File: src/hw/rtl/acs_pkg.sv
// Shared types and constants of the all-to-all collective sequencer.
// Used by every module of the block; depends on nothing.
package acs_pkg;

  localparam int RANK_W   = 11;  // rank count and effective rank count
  localparam int RID_W    = 10;  // rank identifier and destination
  localparam int BLEN_W   = 16;  // elements per block
  localparam int RPS_W    = 8;   // receive counter width
  localparam int LEN_W    = 26;  // send length
  localparam int FACTOR_W = 11;  // block multiplier factor
  localparam int NUM_W    = 12;  // numerator of the destination modulo
  localparam int CFG_W    = 16;  // configuration write data

  localparam logic [RANK_W-1:0] MAX_RANKS = 11'd1024;

  typedef enum logic [2:0] {
    OP_START     = 3'd0,
    OP_COPY_DONE = 3'd1,
    OP_INITIAL   = 3'd2,
    OP_LAST      = 3'd3,
    OP_WHOLE     = 3'd4,
    OP_SEND_DONE = 3'd5
  } op_e;

  typedef enum logic [1:0] {
    ACT_COPY     = 2'd0,
    ACT_SEND     = 2'd1,
    ACT_FINISHED = 2'd2,
    ACT_INVALID  = 2'd3
  } act_e;

  typedef enum logic [1:0] {
    KIND_INITIAL = 2'd0,
    KIND_LAST    = 2'd1,
    KIND_WHOLE   = 2'd2
  } kind_e;

  typedef enum logic [1:0] {
    CFG_RANK_COUNT    = 2'd0,
    CFG_OWN_RANK      = 2'd1,
    CFG_BLOCK_LEN     = 2'd2,
    CFG_RECV_PER_STEP = 2'd3
  } cfg_reg_e;

  typedef enum logic {
    PH_START = 1'b0,
    PH_WAIT  = 1'b1
  } phase_e;

  // What the captured event asks for
  typedef enum logic [1:0] {
    DEC_INVALID,
    DEC_START,
    DEC_NONE,
    DEC_ROUND
  } dec_e;

  // What the next round does
  typedef enum logic [1:0] {
    RND_STEP,
    RND_REMAINDER,
    RND_FINISH
  } rnd_e;

  // Which result the datapath pushes
  typedef enum logic [2:0] {
    EMIT_NONE,
    EMIT_INVALID,
    EMIT_COPY,
    EMIT_FINISH,
    EMIT_SEND
  } emit_e;

  typedef enum logic [2:0] {
    ST_IDLE,
    ST_EVAL,
    ST_ROUND,
    ST_MUL_A,
    ST_MUL_B,
    ST_MOD,
    ST_EMIT
  } ctrl_state_e;

  typedef struct packed {
    logic  capture;
    logic  apply;
    logic  round;
    logic  mul_a;
    logic  mul_b;
    emit_e emit;
  } cmd_t;

  typedef struct packed {
    dec_e dec;
    rnd_e rnd;
    logic mod_busy;
  } sts_t;

  typedef struct packed {
    act_e             action;
    logic [RID_W-1:0] dest_rank;
    logic [LEN_W-1:0] length;
    kind_e            piece_kind;
    logic [1:0]       msg_epoch;
    logic             wants_completion;
    logic             last;
  } res_t;

endpackage

File: src/hw/rtl/acs_mod.sv
// Iterative remainder unit: numerator modulo divisor, one bit per cycle.
// Depends on acs_pkg for the operand widths.
module acs_mod
  import acs_pkg::*;
(
  input  logic                clk_i,
  input  logic                rst_ni,
  input  logic                start_i,
  input  logic [NUM_W-1:0]    num_i,
  input  logic [RANK_W-1:0]   div_i,
  output logic                busy_o,
  output logic [RID_W-1:0]    rem_o
);

  localparam int CntW = $clog2(NUM_W + 1);

  logic [NUM_W-1:0]  num_q, num_d;
  logic [NUM_W-1:0]  rem_q, rem_d;
  logic [RANK_W-1:0] div_q, div_d;
  logic [CntW-1:0]   cnt_q, cnt_d;
  logic              busy_q, busy_d;
  logic [NUM_W-1:0]  trial;

  assign trial = {rem_q[NUM_W-2:0], num_q[NUM_W-1]};

  always_comb begin
    num_d  = num_q;
    rem_d  = rem_q;
    div_d  = div_q;
    cnt_d  = cnt_q;
    busy_d = busy_q;
    if (start_i) begin
      num_d  = num_i;
      rem_d  = '0;
      div_d  = div_i;
      cnt_d  = CntW'(NUM_W);
      busy_d = 1'b1;
    end else if (busy_q) begin
      // shift in the next numerator bit, subtract when it fits
      if (trial >= {1'b0, div_q}) begin
        rem_d = trial - {1'b0, div_q};
      end else begin
        rem_d = trial;
      end
      num_d = {num_q[NUM_W-2:0], 1'b0};
      cnt_d = cnt_q - 1'b1;
      if (cnt_q == CntW'(1)) begin
        busy_d = 1'b0;
      end
    end
  end

  always_ff @(posedge clk_i or negedge rst_ni) begin
    if (!rst_ni) begin
      busy_q <= 1'b0;
      cnt_q  <= '0;
    end else begin
      busy_q <= busy_d;
      cnt_q  <= cnt_d;
    end
  end

  always_ff @(posedge clk_i) begin
    num_q <= num_d;
    rem_q <= rem_d;
    div_q <= div_d;
  end

  assign busy_o = busy_q;
  assign rem_o  = rem_q[RID_W-1:0];

endmodule

File: src/hw/rtl/acs_dpath.sv
// Datapath: configuration, sequencer state, step operands, length products
// and result formatting. Depends on acs_pkg and acs_mod.
module acs_dpath
  import acs_pkg::*;
#(
  parameter int unsigned EPOCH_COUNT = 4
) (
  input  logic               clk_i,
  input  logic               rst_ni,
  input  logic               cfg_we_i,
  input  logic [1:0]         cfg_addr_i,
  input  logic [CFG_W-1:0]   cfg_wdata_i,
  input  logic [2:0]         op_i,
  input  logic [1:0]         tag_i,
  input  cmd_t               cmd_i,
  output sts_t               sts_o,
  output logic               push_o,
  output logic               push_two_o,
  output res_t               res_a_o,
  output res_t               res_b_o
);

  localparam int EpochW = $clog2(EPOCH_COUNT);

  // configuration
  logic [RANK_W-1:0] rank_count_q;
  logic [RID_W-1:0]  own_rank_q;
  logic [BLEN_W-1:0] block_len_q;
  logic [RPS_W-1:0]  rps_q;

  // sequencer state
  phase_e             phase_q, phase_d;
  logic [RID_W-1:0]   steps_left_q, steps_left_d;
  logic [RANK_W-1:0]  stride_q, stride_d;
  logic [EpochW-1:0]  epoch_q, epoch_d;
  logic               rem_done_q, rem_done_d;
  logic [RPS_W-1:0]   cnt_q [EPOCH_COUNT];
  logic [RPS_W-1:0]   cnt_d [EPOCH_COUNT];
  logic [1:0]         sends_cmp_q, sends_cmp_d;
  logic [1:0]         sends_exp_q, sends_exp_d;
  logic               sends_done_q, sends_done_d;
  logic               recv_done_q, recv_done_d;

  // captured event and step operands
  logic [2:0]          op_q;
  logic [1:0]          tag_q;
  logic [FACTOR_W-1:0] fa_q, fb_q;
  logic                split_q, is_rem_q;
  logic [LEN_W-1:0]    len_a_q, len_b_q;

  // derived values
  logic [RANK_W-1:0]   n_eff, low_pow, extra, r_ext, r_plus1;
  logic                non_pow2;
  logic [NUM_W-1:0]    sum_step, sum_rem, mod_num;
  logic                split_step, split_rem;
  logic [FACTOR_W-1:0] fa_step, fa_rem;
  logic [4:0]          tag_w, tag_mod;
  logic [RPS_W-1:0]    cnt_inc [EPOCH_COUNT];
  logic [EPOCH_COUNT-1:0] ev_hit, cm_hit;
  logic                recv_ev, recv_cm;
  logic                is_data, is_sdone;
  logic [1:0]          cmp_inc;
  logic                send_match, sdone_n, rdone_n, advance;
  dec_e                dec;
  rnd_e                rnd;
  logic                mod_busy;
  logic [RID_W-1:0]    mod_rem;
  logic [FACTOR_W-1:0] mul_op;
  logic [LEN_W:0]      mul_prod;
  logic [1:0]          ep_out;

  // configuration writes
  always_ff @(posedge clk_i or negedge rst_ni) begin
    if (!rst_ni) begin
      rank_count_q <= RANK_W'(2);
      own_rank_q   <= '0;
      block_len_q  <= BLEN_W'(1);
      rps_q        <= RPS_W'(1);
    end else if (cfg_we_i) begin
      unique case (cfg_addr_i)
        CFG_RANK_COUNT:    rank_count_q <= cfg_wdata_i[RANK_W-1:0];
        CFG_OWN_RANK:      own_rank_q   <= cfg_wdata_i[RID_W-1:0];
        CFG_BLOCK_LEN:     block_len_q  <= cfg_wdata_i[BLEN_W-1:0];
        CFG_RECV_PER_STEP: rps_q        <= cfg_wdata_i[RPS_W-1:0];
        default:           rps_q        <= rps_q;
      endcase
    end
  end

  // effective rank count, its largest power of two and the surplus
  always_comb begin
    if (rank_count_q == '0) begin
      n_eff = RANK_W'(1);
    end else if (rank_count_q > MAX_RANKS) begin
      n_eff = MAX_RANKS;
    end else begin
      n_eff = rank_count_q;
    end
    low_pow = '0;
    for (int i = 0; i < RANK_W; i++) begin
      if (n_eff[i]) begin
        low_pow = RANK_W'(1) << i;
      end
    end
  end

  assign non_pow2 = |(n_eff & (n_eff - RANK_W'(1)));
  assign extra    = n_eff - low_pow;
  assign r_ext    = {1'b0, own_rank_q};
  assign r_plus1  = r_ext + RANK_W'(1);

  assign sum_step   = {1'b0, r_ext} + {1'b0, stride_q};
  assign split_step = (block_len_q != '0) && (r_plus1 < stride_q);
  assign fa_step    = split_step ? (stride_q - r_plus1) : stride_q;

  // destination of the remainder step is own + n - extra, i.e. own + low_pow
  assign sum_rem   = {1'b0, r_ext} + {1'b0, low_pow};
  assign split_rem = r_plus1 < extra;
  assign fa_rem    = split_rem ? (extra - r_plus1) : extra;

  always_comb begin
    if (steps_left_q != '0) begin
      rnd = RND_STEP;
    end else if (!rem_done_q && non_pow2) begin
      rnd = RND_REMAINDER;
    end else begin
      rnd = RND_FINISH;
    end
  end

  // receive counters: each entry checks itself against the current epoch
  assign tag_w   = {3'b000, tag_q};
  assign tag_mod = (tag_w >= 5'(EPOCH_COUNT)) ? (tag_w - 5'(EPOCH_COUNT)) : tag_w;

  always_comb begin
    for (int i = 0; i < EPOCH_COUNT; i++) begin
      cnt_inc[i] = cnt_q[i] + RPS_W'(tag_mod == 5'(i));
      ev_hit[i]  = (epoch_q == EpochW'(i)) && (cnt_inc[i] == rps_q);
      cm_hit[i]  = (epoch_q == EpochW'(i)) && (cnt_q[i] == rps_q);
    end
  end

  assign recv_ev = |ev_hit;
  assign recv_cm = |cm_hit;

  // event decode
  assign is_data    = (op_q == OP_LAST) || (op_q == OP_WHOLE);
  assign is_sdone   = (op_q == OP_SEND_DONE) && (phase_q == PH_WAIT);
  assign cmp_inc    = sends_cmp_q + 2'd1;
  assign send_match = cmp_inc == sends_exp_q;
  assign sdone_n    = sends_done_q | (is_sdone && send_match);
  assign rdone_n    = recv_done_q | (is_data && recv_ev);
  assign advance    = sdone_n && rdone_n;

  always_comb begin
    dec = DEC_INVALID;
    if (phase_q == PH_START) begin
      unique case (op_q) inside
        OP_START:          dec = DEC_START;
        OP_COPY_DONE:      dec = DEC_ROUND;
        OP_INITIAL:        dec = DEC_NONE;
        OP_LAST, OP_WHOLE: dec = DEC_NONE;
        default:           dec = DEC_INVALID;
      endcase
    end else begin
      unique case (op_q) inside
        OP_SEND_DONE, OP_LAST, OP_WHOLE: dec = advance ? DEC_ROUND : DEC_NONE;
        OP_INITIAL:                      dec = DEC_NONE;
        default:                         dec = DEC_INVALID;
      endcase
    end
  end

  // state update
  always_comb begin
    phase_d      = phase_q;
    steps_left_d = steps_left_q;
    stride_d     = stride_q;
    epoch_d      = epoch_q;
    rem_done_d   = rem_done_q;
    cnt_d        = cnt_q;
    sends_cmp_d  = sends_cmp_q;
    sends_exp_d  = sends_exp_q;
    sends_done_d = sends_done_q;
    recv_done_d  = recv_done_q;

    if (cmd_i.apply) begin
      if (dec == DEC_START) begin
        steps_left_d = n_eff[RANK_W-1:1];
        stride_d     = RANK_W'(1);
        rem_done_d   = 1'b0;
        epoch_d      = '0;
      end else if (dec != DEC_INVALID) begin
        if (is_data) begin
          for (int i = 0; i < EPOCH_COUNT; i++) begin
            cnt_d[i] = ev_hit[i] ? '0 : cnt_inc[i];
          end
        end
        if (is_sdone) begin
          if (send_match) begin
            sends_cmp_d = '0;
            sends_exp_d = '0;
          end else begin
            sends_cmp_d = cmp_inc;
          end
        end
        if (phase_q == PH_WAIT && dec == DEC_ROUND) begin
          sends_done_d = 1'b0;
          recv_done_d  = 1'b0;
        end else begin
          sends_done_d = sdone_n;
          recv_done_d  = rdone_n;
        end
      end
    end

    if (cmd_i.round) begin
      epoch_d = (epoch_q == EpochW'(EPOCH_COUNT - 1)) ? '0 : epoch_q + EpochW'(1);
      if (rnd == RND_FINISH) begin
        phase_d = PH_START;
      end
    end

    // close a step once its sends are issued
    if (cmd_i.emit == EMIT_SEND) begin
      sends_exp_d  = sends_exp_q + 2'd1;
      stride_d     = {stride_q[RANK_W-2:0], 1'b0};
      steps_left_d = steps_left_q >> 1;
      phase_d      = PH_WAIT;
      if (is_rem_q) begin
        rem_done_d = 1'b1;
      end
      for (int i = 0; i < EPOCH_COUNT; i++) begin
        if (cm_hit[i]) begin
          cnt_d[i] = '0;
        end
      end
      recv_done_d = recv_done_q | recv_cm;
    end
  end

  always_ff @(posedge clk_i or negedge rst_ni) begin
    if (!rst_ni) begin
      phase_q      <= PH_START;
      steps_left_q <= '0;
      stride_q     <= RANK_W'(1);
      epoch_q      <= '0;
      rem_done_q   <= 1'b0;
      for (int i = 0; i < EPOCH_COUNT; i++) begin
        cnt_q[i] <= '0;
      end
      sends_cmp_q  <= '0;
      sends_exp_q  <= '0;
      sends_done_q <= 1'b0;
      recv_done_q  <= 1'b0;
    end else begin
      phase_q      <= phase_d;
      steps_left_q <= steps_left_d;
      stride_q     <= stride_d;
      epoch_q      <= epoch_d;
      rem_done_q   <= rem_done_d;
      cnt_q        <= cnt_d;
      sends_cmp_q  <= sends_cmp_d;
      sends_exp_q  <= sends_exp_d;
      sends_done_q <= sends_done_d;
      recv_done_q  <= recv_done_d;
    end
  end

  // captured event, step operands and products
  assign mul_op   = cmd_i.mul_b ? fb_q : fa_q;
  assign mul_prod = (LEN_W + 1)'(mul_op) * (LEN_W + 1)'(block_len_q);

  always_ff @(posedge clk_i) begin
    if (cmd_i.capture) begin
      op_q  <= op_i;
      tag_q <= tag_i;
    end
    if (cmd_i.round) begin
      fb_q     <= r_plus1;
      is_rem_q <= rnd == RND_REMAINDER;
      if (rnd == RND_REMAINDER) begin
        fa_q    <= fa_rem;
        split_q <= split_rem;
      end else begin
        fa_q    <= fa_step;
        split_q <= split_step;
      end
    end
    if (cmd_i.mul_a) begin
      len_a_q <= mul_prod[LEN_W-1:0];
    end
    if (cmd_i.mul_b) begin
      len_b_q <= mul_prod[LEN_W-1:0];
    end
  end

  assign mod_num = (rnd == RND_REMAINDER) ? sum_rem : sum_step;

  acs_mod u_mod (
    .clk_i   (clk_i),
    .rst_ni  (rst_ni),
    .start_i (cmd_i.round && (rnd != RND_FINISH)),
    .num_i   (mod_num),
    .div_i   (n_eff),
    .busy_o  (mod_busy),
    .rem_o   (mod_rem)
  );

  // result formatting
  assign ep_out = 2'(epoch_q);

  always_comb begin
    res_a_o = '0;
    res_b_o = '0;
    res_a_o.last = 1'b1;
    unique case (cmd_i.emit)
      EMIT_INVALID: res_a_o.action = ACT_INVALID;
      EMIT_COPY: begin
        res_a_o.action = ACT_COPY;
        res_a_o.length = LEN_W'(block_len_q);
      end
      EMIT_FINISH: res_a_o.action = ACT_FINISHED;
      EMIT_SEND: begin
        res_a_o.action    = ACT_SEND;
        res_a_o.dest_rank = mod_rem;
        res_a_o.length    = len_a_q;
        res_a_o.msg_epoch = ep_out;
        if (split_q) begin
          res_a_o.piece_kind       = KIND_INITIAL;
          res_a_o.wants_completion = 1'b0;
          res_a_o.last             = 1'b0;
          res_b_o.action           = ACT_SEND;
          res_b_o.dest_rank        = mod_rem;
          res_b_o.length           = len_b_q;
          res_b_o.piece_kind       = KIND_LAST;
          res_b_o.msg_epoch        = ep_out;
          res_b_o.wants_completion = 1'b1;
          res_b_o.last             = 1'b1;
        end else begin
          res_a_o.piece_kind       = KIND_WHOLE;
          res_a_o.wants_completion = 1'b1;
        end
      end
      default: res_a_o.last = 1'b1;
    endcase
  end

  assign push_o     = cmd_i.emit != EMIT_NONE;
  assign push_two_o = (cmd_i.emit == EMIT_SEND) && split_q;

  assign sts_o.dec      = dec;
  assign sts_o.rnd      = rnd;
  assign sts_o.mod_busy = mod_busy;

endmodule

File: src/hw/rtl/acs_outbuf.sv
// Two-entry result queue between the datapath and the output stream.
// Depends on acs_pkg for the result record.
module acs_outbuf
  import acs_pkg::*;
(
  input  logic clk_i,
  input  logic rst_ni,
  input  logic push_i,
  input  logic push_two_i,
  input  res_t res_a_i,
  input  res_t res_b_i,
  input  logic pop_i,
  output logic empty_o,
  output logic valid_o,
  output res_t head_o
);

  logic [1:0] count_q, count_d;
  res_t       slot0_q, slot1_q;

  // pushes only arrive while the queue is empty
  always_comb begin
    count_d = count_q;
    if (push_i) begin
      count_d = push_two_i ? 2'd2 : 2'd1;
    end else if (pop_i) begin
      count_d = count_q - 2'd1;
    end
  end

  always_ff @(posedge clk_i or negedge rst_ni) begin
    if (!rst_ni) begin
      count_q <= '0;
    end else begin
      count_q <= count_d;
    end
  end

  always_ff @(posedge clk_i) begin
    if (push_i) begin
      slot0_q <= res_a_i;
      slot1_q <= res_b_i;
    end else if (pop_i) begin
      slot0_q <= slot1_q;
    end
  end

  assign empty_o = count_q == 2'd0;
  assign valid_o = count_q != 2'd0;
  assign head_o  = slot0_q;

endmodule

File: src/hw/rtl/acs_ctrl.sv
// Controller state machine: sequences capture, event update, round setup,
// length products, destination modulo and result push. Depends on acs_pkg.
module acs_ctrl
  import acs_pkg::*;
(
  input  logic clk_i,
  input  logic rst_ni,
  input  logic in_valid_i,
  output logic in_ready_o,
  input  sts_t sts_i,
  input  logic out_empty_i,
  output cmd_t cmd_o
);

  ctrl_state_e state_q, state_d;

  always_ff @(posedge clk_i or negedge rst_ni) begin
    if (!rst_ni) begin
      state_q <= ST_IDLE;
    end else begin
      state_q <= state_d;
    end
  end

  // next state
  always_comb begin
    state_d = state_q;
    unique case (state_q)
      ST_IDLE: begin
        if (in_valid_i) state_d = ST_EVAL;
      end
      ST_EVAL: begin
        unique case (sts_i.dec)
          DEC_NONE:  state_d = ST_IDLE;
          DEC_ROUND: state_d = ST_ROUND;
          default: begin
            if (out_empty_i) state_d = ST_IDLE;
          end
        endcase
      end
      ST_ROUND: begin
        if (sts_i.rnd != RND_FINISH) begin
          state_d = ST_MUL_A;
        end else if (out_empty_i) begin
          state_d = ST_IDLE;
        end
      end
      ST_MUL_A: state_d = ST_MUL_B;
      ST_MUL_B: state_d = ST_MOD;
      ST_MOD: begin
        if (!sts_i.mod_busy) state_d = ST_EMIT;
      end
      ST_EMIT: begin
        if (out_empty_i) state_d = ST_IDLE;
      end
      default: state_d = ST_IDLE;
    endcase
  end

  // commands
  always_comb begin
    in_ready_o    = 1'b0;
    cmd_o         = '0;
    cmd_o.emit    = EMIT_NONE;
    unique case (state_q)
      ST_IDLE: begin
        in_ready_o    = 1'b1;
        cmd_o.capture = in_valid_i;
      end
      ST_EVAL: begin
        unique case (sts_i.dec)
          DEC_INVALID: begin
            if (out_empty_i) cmd_o.emit = EMIT_INVALID;
          end
          DEC_START: begin
            if (out_empty_i) begin
              cmd_o.apply = 1'b1;
              cmd_o.emit  = EMIT_COPY;
            end
          end
          default: cmd_o.apply = 1'b1;
        endcase
      end
      ST_ROUND: begin
        if (sts_i.rnd != RND_FINISH) begin
          cmd_o.round = 1'b1;
        end else if (out_empty_i) begin
          cmd_o.round = 1'b1;
          cmd_o.emit  = EMIT_FINISH;
        end
      end
      ST_MUL_A: cmd_o.mul_a = 1'b1;
      ST_MUL_B: cmd_o.mul_b = 1'b1;
      ST_MOD:   cmd_o.apply = 1'b0;
      ST_EMIT: begin
        if (out_empty_i) cmd_o.emit = EMIT_SEND;
      end
      default: cmd_o.apply = 1'b0;
    endcase
  end

endmodule

File: src/hw/rtl/alltoall_collective_sequencer_unit.sv
// Top level of the all-to-all collective sequencer for one rank.
// Depends on acs_pkg, acs_ctrl, acs_dpath (with acs_mod) and acs_outbuf.
//
//  channel   direction  transfer when          payload
//  s_axis    in         tvalid & tready        tuser: operation, tdata: event epoch
//  m_axis    out        tvalid & tready        tuser: action, piece kind;
//                                              tdata: dest, length, epoch, wants; tlast
//  cfg       in         cfg_we_i               cfg_addr_i selects, cfg_wdata_i value
//
// Sequencing: one item is worked at a time. An event that gives no result or a
// single invalid or copy result passes transfer and decode; one that ends the
// exchange with a finished result passes transfer, decode and round. An event
// that opens a step also waits on the twelve iterations of the shared remainder
// unit that computes the destination rank.
// Reset: all control state and the configuration registers take their reset
// values at once; there is no clearing pass.
// Stalls: results wait in a two-entry queue, so the next input is taken while
// they drain; a later result is held back until the queue is empty.
module alltoall_collective_sequencer_unit
  import acs_pkg::*;
#(
  parameter int unsigned EPOCH_COUNT = 4
) (
  input  logic             clk_i,
  input  logic             rst_ni,
  // configuration writes
  input  logic             cfg_we_i,
  input  logic [1:0]       cfg_addr_i,
  input  logic [CFG_W-1:0] cfg_wdata_i,
  // event stream
  input  logic             s_axis_tvalid,
  output logic             s_axis_tready,
  input  logic [7:0]       s_axis_tdata,   // [1:0] event_epoch, rest zero
  input  logic [2:0]       s_axis_tuser,   // [2:0] operation
  // result stream
  output logic             m_axis_tvalid,
  input  logic             m_axis_tready,
  output logic [39:0]      m_axis_tdata,   // [9:0] dest_rank, [35:10] length,
                                           // [37:36] msg_epoch, [38] wants_completion
  output logic [3:0]       m_axis_tuser,   // [1:0] action, [3:2] piece_kind
  output logic             m_axis_tlast
);

  cmd_t cmd;
  sts_t sts;
  logic push, push_two, out_empty, out_valid;
  res_t res_a, res_b, head;

  // sequence each accepted event
  acs_ctrl u_ctrl (
    .clk_i       (clk_i),
    .rst_ni      (rst_ni),
    .in_valid_i  (s_axis_tvalid),
    .in_ready_o  (s_axis_tready),
    .sts_i       (sts),
    .out_empty_i (out_empty),
    .cmd_o       (cmd)
  );

  // hold configuration and exchange state, build results
  acs_dpath #(
    .EPOCH_COUNT (EPOCH_COUNT)
  ) u_dpath (
    .clk_i       (clk_i),
    .rst_ni      (rst_ni),
    .cfg_we_i    (cfg_we_i),
    .cfg_addr_i  (cfg_addr_i),
    .cfg_wdata_i (cfg_wdata_i),
    .op_i        (s_axis_tuser),
    .tag_i       (s_axis_tdata[1:0]),
    .cmd_i       (cmd),
    .sts_o       (sts),
    .push_o      (push),
    .push_two_o  (push_two),
    .res_a_o     (res_a),
    .res_b_o     (res_b)
  );

  // decouple the result stream from the sequencer
  acs_outbuf u_outbuf (
    .clk_i      (clk_i),
    .rst_ni     (rst_ni),
    .push_i     (push),
    .push_two_i (push_two),
    .res_a_i    (res_a),
    .res_b_i    (res_b),
    .pop_i      (out_valid && m_axis_tready),
    .empty_o    (out_empty),
    .valid_o    (out_valid),
    .head_o     (head)
  );

  assign m_axis_tvalid = out_valid;
  assign m_axis_tdata  = {1'b0, head.wants_completion, head.msg_epoch, head.length,
                          head.dest_rank};
  assign m_axis_tuser  = {head.piece_kind, head.action};
  assign m_axis_tlast  = head.last;

endmodule

File: config.mk
export PLATFORM = sky130hd
export DESIGN_NAME = alltoall_collective_sequencer_unit
export DESIGN_NICKNAME = d
export VERILOG_FILES = /design/src/hw/rtl/acs_pkg.sv /design/src/hw/rtl/acs_mod.sv /design/src/hw/rtl/acs_dpath.sv /design/src/hw/rtl/acs_outbuf.sv /design/src/hw/rtl/acs_ctrl.sv /design/src/hw/rtl/alltoall_collective_sequencer_unit.sv
export SDC_FILE = /design/constraint.sdc
export NUM_CORES = 1
export LEC_CHECK = 0
export BUFFER_PORTS_ARGS = -buffer_cell sky130_fd_sc_hd__buf_2
export CAP_MARGIN = 30
export CORE_MARGIN = 2
export CORE_UTILIZATION = 45
export CTS_BUF_LIST = sky130_fd_sc_hd__clkbuf_8
export CTS_CLUSTER_DIAMETER = 200
export DETAILED_ROUTE_END_ITERATION = 16
export GPL_TIMING_DRIVEN = 0
export RECOVER_POWER = 25
export SLEW_MARGIN = 20
export SYNTH_ARGS = -nofsm -noshare
export SYNTH_HDL_FRONTEND = slang
export SYNTH_SLANG_ARGS = --single-unit
export TNS_END_PERCENT = 1
File: constraint.sdc
create_clock -name clk_i -period 17.3 [get_ports clk_i]
set_clock_uncertainty 0.2 [all_clocks]
set_input_delay 3.46 -clock clk_i [delete_from_list [all_inputs] [get_ports clk_i]]
set_output_delay 3.46 -clock clk_i [all_outputs]
set_load 0.01 [all_outputs]
==> key figures, run 1 <==
Worst setup path
  – Worst EP arrival: 10,780 ps
  – Slowest CP cell: clkbuf_1
  – FF-to-FF setup slack: 6590 ps
  – Worst r2r path cells: 22
  – Slowest Stage Delay on Critical Path: 1240 ps
  – CP max FO: 23
  – Reg2Reg Launch Point: u_ctrl.state_q[1]
  – WS Path Type: reg2reg
  – Worst-path cell chain: clkbuf_1, nor3b_1, clkbuf_1, clkbuf_1, mux2i_1, clkbuf_1, nand2b_1, fa_1, fa_1, inv_1, fa_1, inv_1, fa_1, inv_1, fa_1, ha_1, o2111ai_1, o21ai_0, o21ai_0, a211oi_1, mux2i_1, o2111ai_1
  – RR Endpoint: u_dpath.len_b_q[24]
  – Worst path required time: 17,370 ps
  – Critical Path Start Type: flip-flop
  – Most common cell on crit path: fa_1
  – Crit. End Element: flip-flop

Logic synthesis
  – Post-synthesis cell area: 22,380 um^2
  – Async SR Flop Fraction: 0.3734
  – Sequential cell area fraction in the yosys report: 0.3929
  – Number of synthesized flops with an enable pin: 187
  – #FFs+latches synth: 316
  – Post-synth top flop: edfxtp_1
  – Yosys top cell area share: 0.2509
  – Count leader, synth: nand2_1
  – Biggest area consumer among synthesized cells: edfxtp_1
  – Yosys warning total: 0
  – Synth area leaders: edfxtp_1 (25%), dfrtp_1 (13%), fa_1 (12%)
  – Mean Syn Cell Area: 10.17 um^2
  – Unique masters post-synth: 84
  – Synth cell count leaders: nand2_1 (257), edfxtp_1 (187), inv_1 (179)
  – Syn Inst Count: 2,200
  – Syn nets: 2,493

Worst hold path
  – Hold Path Class: reg2reg
  – Worst hold path depth: 2
  – Worst Min Path Start: u_dpath.is_rem_q
  – Hold Path Sink: u_dpath.rem_done_q

Clocking
  – Post-CTS Hold Buffers: 0
  – Clk pin slew, worst setup/hold paths: 60 ps
  – Clk root buf: clkbuf_8
  – Clock Latency Late Sink: 650 ps
  – Cts repair resizes: 0
  – CTS Sinks: 316
  – Maximum buffer depth of the clock tree: 3
  – CTS tree: done
  – CTS H-tree depth: 2
  – Num CTS Buffers: 57
  – Post CTS Setup Buffer Count: 0

GRT
  – Grt ovf: 0
  – GR Util met3: 0.03833
  – Met2 usage: 0.3573
  – Number of global-route vias before repair: 16,930
  – Largest net degree at the start of global routing: 82
  – Initial antenna violation count: 1
  – Global-route wire length before repair: 94,140 um
  – GRT Max-Usage Layer: met2
  – Met1 usage: 0.3483
  – All-Layer GR Usage: 0.2378

Die
  – Die W: 227.0 um
  – Core Footprint: 49,050 um^2
  – Std-Cell Rows: 81
  – I/O pin count: 81
  – Starting density of the core: 0.4562
  – DIE AREA: 51,530 um^2
  – Die extent in y: 227.0 um

STA
  – Rel. slew slack: -0.4984
  – Final TNS setup: 0 ps
  – Slew Viols, Final: 89
  – Final Critical Period: 10,710 ps
  – Final Setup Violations: 0
  – Final worst path period share: 0.6189
  – Fmax: 93.40 MHz
  – Worst Tran Pin Value: 2248 ps
  – Worst hold margin: 282.2 ps
  – Final hold violation count: 0
  – RSZ-0062 raised after global routing: false

Finish
  – Post-Route Utilization: 0.5055
  – Share of cells above drive strength 1: 0.1077
  – Synth-to-Final Area Change: 10.79%
  – Final #Nets: 2,632

Routing
  – Avg WL per Cell: 19.29 um
  – Vias: 16,850
  – Drt drc: 0
  – Final ANT Viol Nets: 0
  – TritonRoute pass-1 iters: 6
  – Routed WL: 58,880 um
  – Routed vias/inst: 5.521
  – 1st-iter DRT viols: 1,410

Placed design
  – Hpwl dp: 45,140 um
  – Port Buffers: 73
  – Routability cong.: 0.9150

Run status
  – Status: complete, but fails checks
  – Failing checks: capacitance limit, slew limit

Flow run
  – Max Cap Viol: 3
-- critical path, delay by kind of cell, from the launching register on --
family,cells,cell delay [ps]
buf+inv,7,2750
fa+ha+maj,6,2950
compound gates,5,1790
flops,1,370
simple gates,2,1200
mux,2,1060
-- placed cells by master (no fill, tap or decap), types with 86 or more instances in the layout --
cell      instances
a21oi_1          95
ha_1            130
dfrtp_1         114
edfxtp_1        187
fa_1            129
o21ai_0         102
nor2_1          116
inv_1           204
nand2_1         257
buf_2            86
-- registers in the layout, indices dropped and copies added, names as in the netlist, 10 cells and up --
signal	flops
u_outbuf.head_o	44
u_outbuf.slot1_q	39
u_dpath.cnt_q	32
u_dpath.len_a_q	26
u_dpath.len_b_q	26
u_dpath.block_len_q	16
u_dpath.u_mod.num_q	12
u_dpath.fa_q	11
u_dpath.fb_q	11
u_dpath.rank_count_q	11
u_dpath.stride_q	11
u_dpath.u_mod.div_q	11
u_dpath.u_mod.rem_q	11
u_dpath.own_rank_q	10
u_dpath.steps_left_q	10
-- cell type report --
class | instances | area (um^2)
diodes | 1 | 2.502
plain buffers | 102 | 432.9
clock buffers | 67 | 922.1
clock inverters | 40 | 202.7
fillers | 4566 | 24260
inverters | 180 | 675.6
multi-input cells | 1602 | 12470
flip-flops and latches | 316 | 8793
well taps | 664 | 830.8
repair buffers | 80 | 459.2
-- per-stage QoR --
| step | instances | setup slack [ps] | area [um^2] |
|---|---|---|---|
| final | 3052 | 6594 | 24790 |
| after global routing | 3052 | 6192 | 24790 |
| after CTS | 3050 | 8338 | 24870 |
| after detailed placement | 2943 | 8333 | 23740 |
| after global placement | 2937 | 6852 | 23580 |
| after floorplan | 2200 | 9574 | 22380 |
-- metal layers --
metal | up-vias | part of all wire
li1 | 7960 | -
met1 | 8259 | 0.47
met2 | 533 | 0.43
met3 | 97 | 0.065
met4 | 0 | 0.030
met5 | - | 0
-- cell families after synthesis --
logic type	share of synthesized area
AO/OA/AOI/OAI	0.1156
multiplexers	0.04171
other	0.0001676
buffers and inverters	0.04954
adder cells (fa/ha/maj)	0.1885
XOR/XNOR	0.04657
flip-flops	0.3929
AND/OR/NAND/NOR	0.1650
-- worst max-delay path by stage --
stage,depth (start not counted),start,to,slack (ps)
2_1_floorplan,22,u_ctrl.state_q[0],u_dpath.len_a_q[22],9570
3_3_place_gp,21,u_ctrl.state_q[0],u_dpath.len_a_q[24],6850
3_5_place_dp,22,u_ctrl.state_q[0],u_dpath.len_a_q[24],8330
4_1_cts,22,u_ctrl.state_q[0],u_dpath.len_a_q[24],8340
5_1_grt,22,u_ctrl.state_q[1],u_dpath.len_b_q[24],6190
6_report,22,u_ctrl.state_q[1],u_dpath.len_b_q[24],6590
Power of run 1 is left out: the tool's default activity adds up to more than one toggle a clock period on the data nets, which glitch-free logic cannot reach.
==> inputs of run 2 (changes only) <==
--- a/config.mk
+++ b/config.mk
@@ -5,6 +5,7 @@
 export SDC_FILE = /design/constraint.sdc
 export NUM_CORES = 1
 export LEC_CHECK = 0
+export ABC_AREA = 1
 export BUFFER_PORTS_ARGS = -buffer_cell sky130_fd_sc_hd__buf_2
 export CAP_MARGIN = 30
 export CORE_MARGIN = 2
==> constraint.sdc (replaced) <==
create_clock -name clk_i -period 10.32 [get_ports clk_i]
set_clock_uncertainty 0.2 [all_clocks]
set_input_delay 2.064 -clock clk_i [delete_from_list [all_inputs] [get_ports clk_i]]
set_output_delay 2.064 -clock clk_i [all_outputs]
set_load 0.01 [all_outputs]
==> key figures, run 2 <==
Worst setup path
  – Critical Path Start Type: flip-flop
  – Worst r2r path cells: 25 (+14%)
  – Crit. End Element: flip-flop
  – Worst path required time: 10,480 ps (-6890 ps)
  – Reg2Reg Launch Point: u_ctrl.state_q[0]
  – RR Endpoint: u_dpath.len_a_q[24]
  – Worst EP arrival: 8830 ps (-1950 ps)
  – CP max FO: 10 (-57%)
  – WS Path Type: reg2reg
  – FF-to-FF setup slack: 1650 ps (-4940 ps)

Flow run
  – Max Cap Viol: 3 (unchanged)

Placed design
  – Placed cells: 3,359 (+14%)
  – Port Buffers: 73 (unchanged)
  – Routability cong.: 0.9021 (-1.4%)
  – Hpwl dp: 47,900 um (+6.1%)

Logic synthesis
  – Syn Inst Count: 2,618 (+19%)
  – Synth area leaders: edfxtp_1 (25%), dfrtp_1 (13%), fa_1 (11%)
  – Yosys warning total: 0 (unchanged)
  – Mean Syn Cell Area: 8.579 um^2 (-16%)
  – Count leader, synth: nand2_1
  – #FFs+latches synth: 316 (unchanged)
  – Post-synthesis cell area: 22,460 um^2 (+0.36%)
  – Unique masters post-synth: 59 (-30%)
  – Post-synth top flop: edfxtp_1
  – Synth cell count leaders: nand2_1 (576), inv_1 (401), nor2_1 (261)
  – Async SR Flop Fraction: 0.3734 (unchanged)
  – Syn nets: 2,911 (+17%)
  – Number of synthesized flops with an enable pin: 187 (unchanged)
  – Sequential cell area fraction in the yosys report: 0.3915 (-0.001423)
  – Biggest area consumer among synthesized cells: edfxtp_1
  – Yosys top cell area share: 0.2500 (-0.0009086)

Die
  – DIE AREA: 51,720 um^2 (+0.36%)
  – Std-Cell Rows: 81 (unchanged)
  – Starting density of the core: 0.4569 (+0.0007139)
  – I/O pin count: 81 (unchanged)
  – Die W: 227.4 um (+0.18%)
  – Core Footprint: 49,150 um^2 (+0.21%)
  – Die extent in y: 227.4 um (+0.18%)

Routing
  – 1st-iter DRT viols: 1,366 (-3.1%)
  – Avg WL per Cell: 17.83 um (-7.6%)
  – Routed WL: 61,730 um (+4.8%)
  – Routed vias/inst: 5.278 (-4.4%)
  – Final ANT Viol Nets: 0 (unchanged)
  – Vias: 18,280 (+8.5%)
  – Drt drc: 0 (unchanged)
  – TritonRoute pass-1 iters: 5 (-1)

Clocking
  – Clock Latency Late Sink: 660 ps (about the same)
  – Post CTS Setup Buffer Count: 0 (unchanged)
  – CTS tree: done
  – CTS H-tree depth: 2 (unchanged)
  – Clk pin slew, worst setup/hold paths: 60 ps (about the same)
  – Num CTS Buffers: 55 (-3.5%)
  – Cts repair resizes: 0 (unchanged)
  – CTS Sinks: 316 (unchanged)
  – Clk root buf: clkbuf_8
  – Maximum buffer depth of the clock tree: 3 (unchanged)
  – Post-CTS Hold Buffers: 0 (unchanged)

STA
  – Final Setup Violations: 0 (unchanged)
  – Rel. slew slack: -1.729 (-1.231)
  – Fmax: 115.4 MHz (+24%)
  – Final hold violation count: 0 (unchanged)
  – Final Critical Period: 8668 ps (-2038 ps)
  – Final TNS setup: 0 ps (unchanged)
  – Slew Viols, Final: 148 (+66%)
  – Worst Tran Pin Value: 4093 ps (+1846 ps)
  – RSZ-0062 raised after global routing: false
  – Final worst path period share: 0.8399 (+0.2211)

GRT
  – Number of global-route vias before repair: 17,760 (+4.9%)
  – Grt ovf: 0 (unchanged)
  – All-Layer GR Usage: 0.2457 (+0.007854)
  – Largest net degree at the start of global routing: 76 (-7.3%)
  – Global-route wire length before repair: 97,720 um (+3.8%)
  – Initial antenna violation count: 0 (-1)

Finish
  – Commonest non-fill, non-tap cells in the layout: nand2_1 (575), inv_1 (425), nor2_1 (261)
  – Share of cells above drive strength 1: 0.08649 (-0.02118)
  – Synth-to-Final Area Change: 10.42%
  – Final #Nets: 3,048 (+16%)
  – Post-route insts no fill: 3,463 (+13%)
  – Largest register FFs: 44 (unchanged)
  – Commonest non-fill, non-tap cell in the layout: nand2_1

Worst hold path
  – Hold Path Class: reg2reg
  – Hold Path Sink: u_dpath.rem_done_q
  – Worst hold path depth: 2 (unchanged)
  – Worst Min Path Start: u_dpath.is_rem_q

Run status
  – Status: complete, but fails checks
  – Failing checks: capacitance limit, slew limit
## run 2: cells by family (layout without fill, tap and decap cells)
| kind of cell | count (synthesis) | after routing | share of synthesized area |
|---|---|---|---|
| multiplexers | 1 | 1 | 0.0004457 |
| AND/OR/NAND/NOR | 1038 | 1038 | 0.1936 |
| adder cells (fa/ha/maj) | 259 | 259 | 0.1874 |
| buffers and inverters | 498 | 678 | 0.08707 |
| AO/OA/AOI/OAI | 412 | 412 | 0.1036 |
| other | 1 | 2 | 0.0001670 |
| XOR/XNOR | 93 | 93 | 0.03627 |
| flip-flops | 316 | 316 | 0.3915 |
## run 2: area by class of cell
| class | instances | area, um^2 |
|---|---|---|
| Antenna cell | 1 | 2.502 |
| Buffer | 79 | 380.4 |
| Clock buffer | 60 | 825.8 |
| Clock inverter | 40 | 230.2 |
| Fill cell | 4709 | 24350 |
| Inverter | 419 | 1575 |
| Multi-Input combinational cell | 1804 | 11720 |
| Sequential cell | 316 | 8793 |
| Tap cell | 664 | 830.8 |
| Timing Repair Buffer | 80 | 447.9 |
## run 2: routing by layer
metal	routed length [um]	global-route usage	vias up
li1	-	-	8753
met1	29200	0.3601	8871
met2	27140	0.3809	566
met3	3943	0.03317	86
met4	1449	0.06979	0
met5	0	0	-
## run 2: how the worst max path moves through the flow
stage,from,endpoint,slack [ps],cells past startpoint
after floorplan,u_ctrl.state_q[0],u_dpath.len_a_q[23],3370,29
after detailed placement,u_ctrl.state_q[0],u_dpath.len_a_q[24],2050,25
after global routing,u_ctrl.state_q[0],u_dpath.len_a_q[24],1320,25
after CTS,u_ctrl.state_q[0],u_dpath.len_a_q[24],1960,25
final,u_ctrl.state_q[0],u_dpath.len_a_q[24],1650,25
after global placement,u_ctrl.state_q[0],u_dpath.len_a_q[24],850,25
## run 2: critical path, cell delays in order (launching register included)
cell and delay (ps):
dfrtp_1 410, nor2_1 210, inv_1 100, nor2_1 440, clkbuf_1 380, or2_2 180, o21ai_0 310, inv_1 300
clkbuf_1 440, nand2_1 150, fa_1 520, inv_1 50, fa_1 500, inv_1 60, fa_1 530, inv_1 50
fa_1 500, fa_1 420, ha_1 370, nand2_1 100, nor4_1 790, nand4_1 390, nand3_1 310, nand2_1 80
nand3_1 100, xor2_1 510
## run 2: through the flow
step	util	hold WS, ps	area (um^2)	setup slack [ps]
after floorplan	-	229.7	22460	3372
after global placement	0.4813	256.4	23660	847.4
after detailed placement	0.4837	271.9	23770	2047
after CTS	0.5052	284.1	24830	1957
after global routing	0.5045	315.8	24800	1324
final	0.5046	295.5	24800	1652
Power of run 2 is left out for the same reason.
==> inputs of run 3 (changes only) <==
==> constraint.sdc (replaced) <==
create_clock -name clk_i -period 7.7 [get_ports clk_i]
set_clock_uncertainty 0.2 [all_clocks]
set_input_delay 1.54 -clock clk_i [delete_from_list [all_inputs] [get_ports clk_i]]
set_output_delay 1.54 -clock clk_i [all_outputs]
set_load 0.01 [all_outputs]
==> key figures, run 3 (synthesized netlist as in run 2, its figures left out) <==
Routing
  – Drt drc: 0 (unchanged)
  – Routed WL: 61,600 um (-0.22%)
  – TritonRoute pass-1 iters: 6 (+1)
  – Routed vias/inst: 5.278 (about the same)
  – Met2 WL: 27,240 um (+0.36%)
  – 1st-iter DRT viols: 1,379 (+0.95%)
  – Vias: 18,280 (+0.011%)
  – Wire length on met3: 4041 um (+2.5%)
  – Avg WL per Cell: 17.79 um (-0.22%)
  – Highest metal used: met4
  – Final ANT Viol Nets: 0 (unchanged)
  – Met1 WL: 28,950 um (-0.84%)

Finish
  – Final #Nets: 3,048 (unchanged)
  – Largest register FFs: 44 (unchanged)
  – Synth-to-Final Area Change: 10.87%
  – Share of cells above drive strength 1: 0.09328 (+0.006791)
  – Commonest non-fill, non-tap cells in the layout: nand2_1 (575), inv_1 (425), nor2_1 (260)
  – FF/Latch Area: 8793 um^2 (unchanged)
  – Area occupied by multi-input gates: 11,780 um^2 (+0.57%)
  – Design Area, Final: 24,900 um^2 (+0.41%)
  – Fillers: 4,704 (-0.11%)
  – Commonest non-fill, non-tap cell in the layout: nand2_1

STA
  – Worst Tran Pin Value: 3404 ps (-689.6 ps)
  – Slew Viols, Final: 121 (-18%)
  – Final worst path period share: 0.9431 (+0.1032)
  – Fmax: 137.7 MHz (+19%)
  – Final hold violation count: 0 (unchanged)
  – Final setup margin: 438.1 ps (-1214 ps)
  – Final Critical Period: 7262 ps (-1406 ps)
  – Worst hold margin: 294.2 ps (-1.225 ps)
  – Final TNS setup: 0 ps (unchanged)
  – Final Setup Violations: 0 (unchanged)
  – Rel. slew slack: -1.269 (+0.4597)
  – RSZ-0062 raised after global routing: false

Die
  – DIE AREA: 51,720 um^2 (unchanged)
  – Std-Cell Rows: 81 (unchanged)
  – Starting density of the core: 0.4569 (unchanged)
  – Die W: 227.4 um (unchanged)
  – Core Footprint: 49,150 um^2 (unchanged)
  – I/O pin count: 81 (unchanged)
  – Die extent in y: 227.4 um (unchanged)

Worst setup path
  – Crit. End Element: flip-flop
  – Reg2Reg Launch Point: u_ctrl.state_q[0]
  – CP max FO: 10 (unchanged)
  – RR Endpoint: u_dpath.len_a_q[21]
  – WS Path Type: reg2reg
  – Worst r2r path cells: 27 (+8.0%)
  – FF-to-FF setup slack: 440 ps (-1210 ps)
  – Worst path required time: 7860 ps (-2620 ps)
  – Worst EP arrival: 7420 ps (-1410 ps)
  – Critical Path Start Type: flip-flop

Run status
  – Status: complete, but fails checks
  – Failing checks: capacitance limit, slew limit

Flow run
  – Max Cap Viol: 2 (-1)

Clocking
  – Clock Latency Late Sink: 660 ps (about the same)
  – CTS Sinks: 316 (unchanged)
  – Clk pin slew, worst setup/hold paths: 60 ps (about the same)
  – Post-CTS Hold Buffers: 0 (unchanged)
  – Clk root buf: clkbuf_8
  – Num CTS Buffers: 55 (unchanged)
  – Maximum buffer depth of the clock tree: 3 (unchanged)
  – CTS tree: done
  – CTS H-tree depth: 2 (unchanged)

Placed design
  – Pre-CTS setup slack: -572.8 ps (-2620 ps)
  – Placed instance area: 23,770 um^2 (unchanged)
  – Hpwl dp: 47,900 um (unchanged)
  – Routability cong.: 0.9021 (unchanged)
  – Port Buffers: 73 (unchanged)

GRT
  – Initial antenna violation count: 1 (+1)
  – All-Layer GR Usage: 0.2456 (about the same)
  – Grt ovf: 0 (unchanged)
  – Number of global-route vias before repair: 17,760 (unchanged)
  – Largest net degree at the start of global routing: 76 (unchanged)
  – Global-route wire length before repair: 97,720 um (about the same)

Worst hold path
  – Hold Path Sink: u_dpath.sends_done_q
  – Worst Min Path Start: u_dpath.sends_done_q
  – Worst hold path depth: 2 (unchanged)
  – Hold Path Class: reg2reg
[run 3: per-stage QoR]
| stage | std cells | utilization |
|---|---|---|
| finish | 3463 | 0.5066 |
| CTS | 3459 | 0.5059 |
| global placement | 3355 | 0.4813 |
| global route | 3462 | 0.5066 |
| floorplan | 2618 | - |
| detailed placement | 3359 | 0.4837 |
[run 3: layer usage]
metal / vias up / global-route usage
met3: 84 / 0.03317
li1: 8753 / -
met4: 0 / 0.06979
met1: 8861 / 0.3598
met2: 580 / 0.3813
met5: - / 0
[run 3: area by class of cell]
cell class	count	share of cell area
Timing Repair Buffer	80	0.01899
Buffer	79	0.01568
Sequential cell	316	0.3531
Multi-Input combinational cell	1804	0.4731
Inverter	419	0.06326
Antenna cell	1	0.0001005
Clock inverter	40	0.009245
Tap cell	664	0.03336
Clock buffer	60	0.03316
[run 3: worst max-delay path: stages, from the launching register on]
cell      delay, ps
dfrtp_1         400
nor2_1          210
inv_1           120
nor2_4          190
clkbuf_2        280
or2_2           170
o21ai_2          90
inv_1           210
clkbuf_2        290
nand2_1         110
fa_1            550
inv_1            50
fa_1            490
inv_1            50
fa_1            470
inv_1            50
fa_1            500
fa_1            490
ha_1            340
nand2_1          70
o21ai_1         330
a21oi_1         200
o21ai_1         220
nand2_1          70
nand2_1          90
nand2_1          60
nand2_1         110
xor2_1          530
[run 3: worst max path at each step]
| stage | from | endpoint | slack (ps) | depth (start not counted) |
|---|---|---|---|---|
| finish | u_ctrl.state_q[0] | u_dpath.len_a_q[21] | 440 | 27 |
| global route | u_ctrl.state_q[0] | u_dpath.len_b_q[25] | 50 | 29 |
| CTS | u_ctrl.state_q[0] | u_dpath.len_b_q[23] | 150 | 29 |
| global placement | u_ctrl.state_q[0] | u_dpath.len_a_q[24] | -1770 | 25 |
| detailed placement | u_ctrl.state_q[0] | u_dpath.len_a_q[24] | -570 | 25 |
| floorplan | u_ctrl.state_q[0] | u_dpath.len_a_q[23] | 750 | 29 |
[run 3: what timing repair did]
action | in CTS | in global routing
endpoints found under the setup margin | 14 | 14
setup buffers | 0 | 0
gates resized for setup | 12 | 22
gates cloned | 0 | 0
Power of run 3 is left out for the same reason.
